<file path="src/sv/pmrs_pkg.sv">
package pmrs_pkg;

    // field widths
    localparam int VAL_W   = 31;
    localparam int PRIME_W = 9;
    localparam int IDX_W   = 6;
    localparam int CNT_W   = 7;
    localparam int TBL_DEPTH = 64;

    // one value bit per divider stage
    localparam int NUM_STAGES = VAL_W;

    localparam logic [CNT_W-1:0] COUNT_RESET = 7'd16;

    // one residue job moving down the divider pipeline
    typedef struct packed {
        logic               vld;
        logic [VAL_W-1:0]   val;
        logic [PRIME_W-1:0] rem;
        logic [PRIME_W-1:0] prime;
        logic [IDX_W-1:0]   idx;
        logic               last;
    } t_stage;

    // first 64 primes in ascending order
    function automatic logic [PRIME_W-1:0] prime_at(input logic [IDX_W-1:0] idx);
        logic [PRIME_W-1:0] p;
        case (idx)
            6'd0:  p = 9'd2;    6'd1:  p = 9'd3;    6'd2:  p = 9'd5;    6'd3:  p = 9'd7;
            6'd4:  p = 9'd11;   6'd5:  p = 9'd13;   6'd6:  p = 9'd17;   6'd7:  p = 9'd19;
            6'd8:  p = 9'd23;   6'd9:  p = 9'd29;   6'd10: p = 9'd31;   6'd11: p = 9'd37;
            6'd12: p = 9'd41;   6'd13: p = 9'd43;   6'd14: p = 9'd47;   6'd15: p = 9'd53;
            6'd16: p = 9'd59;   6'd17: p = 9'd61;   6'd18: p = 9'd67;   6'd19: p = 9'd71;
            6'd20: p = 9'd73;   6'd21: p = 9'd79;   6'd22: p = 9'd83;   6'd23: p = 9'd89;
            6'd24: p = 9'd97;   6'd25: p = 9'd101;  6'd26: p = 9'd103;  6'd27: p = 9'd107;
            6'd28: p = 9'd109;  6'd29: p = 9'd113;  6'd30: p = 9'd127;  6'd31: p = 9'd131;
            6'd32: p = 9'd137;  6'd33: p = 9'd139;  6'd34: p = 9'd149;  6'd35: p = 9'd151;
            6'd36: p = 9'd157;  6'd37: p = 9'd163;  6'd38: p = 9'd167;  6'd39: p = 9'd173;
            6'd40: p = 9'd179;  6'd41: p = 9'd181;  6'd42: p = 9'd191;  6'd43: p = 9'd193;
            6'd44: p = 9'd197;  6'd45: p = 9'd199;  6'd46: p = 9'd211;  6'd47: p = 9'd223;
            6'd48: p = 9'd227;  6'd49: p = 9'd229;  6'd50: p = 9'd233;  6'd51: p = 9'd239;
            6'd52: p = 9'd241;  6'd53: p = 9'd251;  6'd54: p = 9'd257;  6'd55: p = 9'd263;
            6'd56: p = 9'd269;  6'd57: p = 9'd271;  6'd58: p = 9'd277;  6'd59: p = 9'd281;
            6'd60: p = 9'd283;  6'd61: p = 9'd293;  6'd62: p = 9'd307;  6'd63: p = 9'd311;
            default: p = 9'd2;
        endcase
        return p;
    endfunction

    // one restoring step: bring in the next value bit, subtract the prime if it fits
    function automatic t_stage div_step(input t_stage s);
        t_stage o;
        logic [PRIME_W:0] trial;
        o     = s;
        trial = {s.rem, s.val[VAL_W-1]};
        if (trial >= {1'b0, s.prime}) begin
            trial = trial - {1'b0, s.prime};
        end
        o.rem = trial[PRIME_W-1:0];
        o.val = {s.val[VAL_W-2:0], 1'b0};
        return o;
    endfunction

endpackage

</file>
<file path="src/sv/pmrs_rom.sv">
module pmrs_rom
    import pmrs_pkg::*;
(
    input  logic               i_clk,
    input  logic               i_en,
    input  logic [IDX_W-1:0]   i_addr,
    output logic [PRIME_W-1:0] o_data
);

    logic [PRIME_W-1:0] r_data;

    // prime table, registered read
    always_ff @(posedge i_clk) begin
        if (i_en) begin
            r_data <= prime_at(i_addr);
        end
    end

    assign o_data = r_data;

endmodule

</file>
<file path="src/sv/pmrs_div.sv">
module pmrs_div
    import pmrs_pkg::*;
(
    input  logic   i_clk,
    input  logic   i_rst_n,
    input  logic   i_en,
    input  t_stage i_job,
    output t_stage o_job
);

    t_stage r_stg [NUM_STAGES];

    // bit-serial remainder pipeline, stalls as a whole
    always_ff @(posedge i_clk) begin
        if (!i_rst_n) begin
            for (int s = 0; s < NUM_STAGES; s++) begin
                r_stg[s] <= '0;
            end
        end else if (i_en) begin
            r_stg[0] <= div_step(i_job);
            for (int s = 1; s < NUM_STAGES; s++) begin
                r_stg[s] <= div_step(r_stg[s-1]);
            end
        end
    end

    assign o_job = r_stg[NUM_STAGES-1];

endmodule

</file>
<file path="src/sv/prime_moduli_residue_splitter.sv">
// Splits a 31-bit value into its residues modulo the first K primes (K from the
// prime_count register, 0 read as 1, capped at MAX_PRIMES) and returns one result
// item per prime in ascending order, last_of_run marking the final one. The sequencer
// reads one prime per cycle from the prime table while the output is not stalled; the
// next item is taken in the cycle the last prime of the current one is issued. Each
// residue then passes the table read and tag register and a 31-stage bit-serial
// remainder pipeline, and results follow one per cycle while the output is taken.
// A stall at the output holds the whole pipeline.
module prime_moduli_residue_splitter
    import pmrs_pkg::*;
#(
    parameter int MAX_PRIMES = 64
) (
    input  logic               i_clk,
    input  logic               i_rst_n,
    input  logic               i_cfg_we,
    input  logic [CNT_W-1:0]   i_cfg_wdata,
    input  logic               i_in_valid,
    output logic               o_in_ready,
    input  logic [VAL_W-1:0]   i_secret_value,
    output logic               o_out_valid,
    input  logic               i_out_ready,
    output logic [PRIME_W-1:0] o_prime_modulus,
    output logic [IDX_W-1:0]   o_prime_index,
    output logic [PRIME_W-1:0] o_residue,
    output logic               o_last_of_run
);

    localparam logic [CNT_W-1:0] MAX_CNT = CNT_W'(MAX_PRIMES);

    logic [CNT_W-1:0]   r_count;
    logic               r_busy;
    logic [VAL_W-1:0]   r_val;
    logic [IDX_W-1:0]   r_idx;
    logic [IDX_W-1:0]   r_last_idx;
    t_stage             r_tag;
    logic               en;
    logic               accept;
    logic               issue_last;
    logic [CNT_W-1:0]   eff_last;
    logic [PRIME_W-1:0] rom_prime;
    t_stage             job_in;
    t_stage             job_out;

    // prime count register
    always_ff @(posedge i_clk) begin
        if (!i_rst_n) begin
            r_count <= COUNT_RESET;
        end else if (i_cfg_we) begin
            r_count <= i_cfg_wdata;
        end
    end

    // last prime index of a run, count clamped to 1..MAX_PRIMES
    always_comb begin
        if (r_count == '0) begin
            eff_last = '0;
        end else if (r_count > MAX_CNT) begin
            eff_last = MAX_CNT - 1'b1;
        end else begin
            eff_last = r_count - 1'b1;
        end
    end

    assign en         = !job_out.vld || i_out_ready;
    assign issue_last = r_busy && (r_idx == r_last_idx);
    assign o_in_ready = !r_busy || (en && issue_last);
    assign accept     = i_in_valid && o_in_ready;

    // sequencer walks the prime indexes of one item
    always_ff @(posedge i_clk) begin
        if (!i_rst_n) begin
            r_busy <= 1'b0;
        end else if (accept) begin
            r_busy     <= 1'b1;
            r_val      <= i_secret_value;
            r_idx      <= '0;
            r_last_idx <= eff_last[IDX_W-1:0];
        end else if (en && r_busy) begin
            if (issue_last) begin
                r_busy <= 1'b0;
            end else begin
                r_idx <= r_idx + 1'b1;
            end
        end
    end

    // tag stage lines up with the table read
    always_ff @(posedge i_clk) begin
        if (!i_rst_n) begin
            r_tag <= '0;
        end else if (en) begin
            r_tag.vld   <= r_busy;
            r_tag.val   <= r_val;
            r_tag.rem   <= '0;
            r_tag.prime <= '0;
            r_tag.idx   <= r_idx;
            r_tag.last  <= issue_last;
        end
    end

    pmrs_rom u_rom (
        .i_clk  (i_clk),
        .i_en   (en),
        .i_addr (r_idx),
        .o_data (rom_prime)
    );

    // merge the prime into the job entering the divider
    always_comb begin
        job_in       = r_tag;
        job_in.prime = rom_prime;
        job_in.rem   = '0;
    end

    pmrs_div u_div (
        .i_clk   (i_clk),
        .i_rst_n (i_rst_n),
        .i_en    (en),
        .i_job   (job_in),
        .o_job   (job_out)
    );

    // result item comes straight from the last divider stage
    assign o_out_valid     = job_out.vld;
    assign o_prime_modulus = job_out.prime;
    assign o_prime_index   = job_out.idx;
    assign o_residue       = job_out.rem;
    assign o_last_of_run   = job_out.last;

endmodule

</file>
<file path="config.mk">
export PLATFORM = sky130hd
export DESIGN_NAME = prime_moduli_residue_splitter
export DESIGN_NICKNAME = d
export VERILOG_FILES = /design/src/sv/pmrs_pkg.sv /design/src/sv/pmrs_rom.sv /design/src/sv/pmrs_div.sv /design/src/sv/prime_moduli_residue_splitter.sv
export SDC_FILE = /design/constraint.sdc
export NUM_CORES = 2
export LEC_CHECK = 0
export BUFFER_PORTS_ARGS = -buffer_cell sky130_fd_sc_hd__buf_2
export CAP_MARGIN = 20
export CORE_MARGIN = 8
export CORE_UTILIZATION = 57
export CTS_CLUSTER_SIZE = 30
export DETAILED_ROUTE_END_ITERATION = 6
export PLACE_DENSITY_LB_ADDON = 0.08
export SETUP_SLACK_MARGIN = 0.15
export SKIP_LAST_GASP = 1
export SYNTH_ARGS = -nofsm -noshare
export SYNTH_HDL_FRONTEND = slang
export SYNTH_SLANG_ARGS = --single-unit
</file>
<file path="constraint.sdc">
create_clock -name i_clk -period 37.6 [get_ports i_clk]
set_input_delay 7.52 -clock i_clk [delete_from_list [all_inputs] [get_ports i_clk]]
set_output_delay 7.52 -clock i_clk [all_outputs]
set_load 0.02 [all_outputs]
</file>
==> results by group <==
Status
  • Status: finished, final reports clean

Setup path
  • Critical path capture point type: primary output
  • CP Data Required Time: 30.08 ns
  • Critical Path Most Common Cell: buf_2
  • Max incr delay on CP: 0.48 ns
  • Startpoint types: input pin
  • Worst path cell trace: buf_2 -> nor2b_4 -> buf_4 -> o21ai_2 -> buf_2
  • R2R cell count: 7
  • Critical path class: input pin to primary output
  • Critical Path Fanout Max: 43
  • CP Data Arrival Time: 8.57 ns
  • Slowest cell on crit path: buf_4

Synthesis
  • Share of the yosys chip area belonging to registers: 0.625
  • YS warnings: 0
  • Yosys cell types: 54
  • Post-Syn Instances: 5235
  • Synthesized area: 0.0651 mm^2
  • Syn_area_per_cell: 12.4 um^2
  • Seq cells post-synth: 1370
  • Area contributors post-synth: edfxtp_1 (61%), ha_1 (5.5%), and3_1 (5.4%), and2_1 (2.9%), nor2_1 (2.7%)
  • Yosys top cell by area: edfxtp_1
  • Async set or reset register ratio after synthesis: 0
  • Top FF cell, synth: edfxtp_1
  • Share of the synthesized area in the top cell type: 0.610
  • Post-synth EDFFs: 1323
  • Syn_nets: 5595

Pwr
  • Combinational group share of total power: 0.292
  • Max VDD drop: 45.1 uV
  • Pwr Density: 65.4 mW/mm^2
  • Switching share of power: 0.303
  • Sequential power share: 0.402
  • Total internal power: 3.25 mW
  • Clock share of power: 0.306
  • LEAKAGE: 31.5 nW
  • P_sw: 1.41 mW

STA
  • Fmax: 62.1 MHz
  • Slew Limit Fails: 0
  • Final setup fails: 0
  • RSZ-0062 raised after global routing: no
  • Final period util: 0.428
  • Rel. slew slack: 0.191
  • Slew @ Worst Pin: 1.21 ns
  • Hold Vio Cnt, Final: 0
  • Crit path time final: 16.09 ns
  • Layout Skew: 0.0365 ns
  • Setup TNS Final: 0 ns

Flow run
  • Max_cap viols: 0

Drt
  • Routed wl met3: 3.80 mm
  • Via count: 38.0k
  • Wirelength, routed: 112 mm
  • DRT met1 WL: 53.2 mm
  • Post-DR wirelength/cell: 16.4 um
  • Residual DRC: 0
  • Vias/cell: 5.56
  • Drt first pass iters: 6
  • Iteration-0 DRC Markers: 2996
  • Metal2 WL: 53.0 mm
  • Highest metal used: met4
  • Antenna Nets Post-Route: 0

Global route
  • Antenna violations before repair: 5
  • Number of global-route vias before repair: 36.7k
  • Total global routing overflow: 0
  • Largest net degree at the start of global routing: 285
  • GRT Total Usage: 0.176
  • First-pass GRT wire length: 186 mm

Layout
  • Most common cell after layout, fill and taps aside: edfxtp_1
  • Share of cells above drive strength 1: 0.0613
  • Nets: 5558
  • Most frequent cells in the layout: edfxtp_1 (1323), and3_1 (560), nor2_1 (461)
  • Finished Layout Cells: 6835
  • Area Overhead vs Synth: 9.44%

Hold path
  • Hold depth: 2
  • Worst Hold Class: flip-flop to flip-flop

CTS
  • CTS tree: built
  • Post-CTS repair timing setup buffer count: 0
  • Resized Gates After CTS: 0
  • CTS Buf Count: 148
  • Worst-Skew Late Latency: 0.75 ns
  • CTS Root Cell: clkbuf_16
  • Clock sinks: 1370
  • Clk pin slew, worst setup/hold paths: 0.06 ns
  • CTS Buffer Depth: 3
  • H-tree depth: 4
  • Hold-fix buffers at CTS: 0

Floorplan
  • Area of the die: 0.125 mm^2
  • Die height: 354 um
  • Site Rows: 124
  • Die Width: 354 um
  • Top-level I/O count: 70
  • Initial core utilization: 0.572
  • Core area: 0.114 mm^2

Placed design
  • Placed cell count: 6558
  • HPWL Detailed: 69.5 mm
  • I/O Buffers: 69
  • Routability congestion estimate from global placement: 0.837
-- per-layer routing --
layer	GRT usage	up-vias
li1	-	18900
met1	0.248	18400
met2	0.283	527
met3	0.0300	168
met4	0.0509	0
met5	0	-
-- path summary, 6_finish.rpt --
path | start | end | slack (ns)
setup / recovery | i_out_ready | o_in_ready | 21.51
hold / removal | job_in[46]$_SDFFE_PN0N_ | job_in[46]$_SDFFE_PN0N_ | 0.44
setup reg to reg | u_div.r_stg[0][1735]$_SDFFCE_PN0P_ | u_div.r_stg[0][548]$_SDFFCE_PN0P_ | 31.73
hold reg to reg | job_in[46]$_SDFFE_PN0N_ | job_in[46]$_SDFFE_PN0N_ | 0.44
-- sequential cells by signal, indices dropped and copies added (netlist names) --
register / count
u_div.r_stg: 1271
u_rom.o_data: 9
r_busy: 1
r_count: 7
r_last_idx: 6
job_in: 39
r_idx: 6
r_val: 31
-- power by group through the flow --
stage | clock network (mW) | registers (mW) | logic [mW]
floorplan | 0 | 1.88 | 1.13
global placement | 0 | 1.91 | 1.32
detailed placement | 0 | 1.91 | 1.35
CTS | 1.46 | 1.88 | 1.35
global route | 1.52 | 1.89 | 1.54
finish | 1.43 | 1.87 | 1.36
-- cell usage after synthesis (46+ instances only) --
| library cell | n |
|---|---|
| a211oi_1 | 96 |
| nand4_1 | 61 |
| mux2i_1 | 149 |
| dfxtp_1 | 47 |
| nor2b_1 | 60 |
| nand3_1 | 95 |
| clkbuf_1 | 191 |
| and3_1 | 561 |
| nor2_1 | 461 |
| and2_1 | 302 |
| nand2_1 | 228 |
| a21oi_1 | 170 |
| xnor2_1 | 131 |
| a21boi_1 | 80 |
| nand2b_1 | 63 |
| o21ai_0 | 93 |
| o21a_1 | 46 |
| buf_2 | 58 |
| ha_1 | 287 |
| inv_1 | 328 |
| edfxtp_1 | 1323 |
-- cells by family after synthesis --
group | share of synthesized area
compound gates | 0.0730
xor+xnor | 0.0226
fa+ha+maj | 0.0645
buf+inv | 0.0382
flops | 0.625
mux | 0.0236
simple gates | 0.153
-- worst max-delay path, delay by kind of cell --
kind | cells | cell delay, ns
AOI/OAI and AO/OA | 1 | 0.16
buffers and inverters | 3 | 0.79
and+or+nand+nor | 1 | 0.09
-- final cells by class --
cell class / instances / area (um^2)
flip-flops and latches: 1370 / 40700
clock buffers: 200 / 4080
multi-input cells: 3247 / 22000
inverters: 330 / 1250
repair buffers: 101 / 659
well taps: 1512 / 1890
diodes: 2 / 5.00
clock inverters: 73 / 723
fillers: 8804 / 42600
-- through the flow --
stage	worst slack, ns	total power, mW	utilization	cell area (um^2)	hold WS (ns)
detailed placement	21.48	3.25	0.583	66400	0.438
global placement	21.49	3.23	0.583	66400	0.437
global route	21.41	4.95	0.626	71200	0.456
floorplan	13.05	3.01	-	65100	0.426
finish	21.51	4.66	0.626	71300	0.443
CTS	21.47	4.69	0.625	71200	0.446
(Power assumes the default switching activity.)
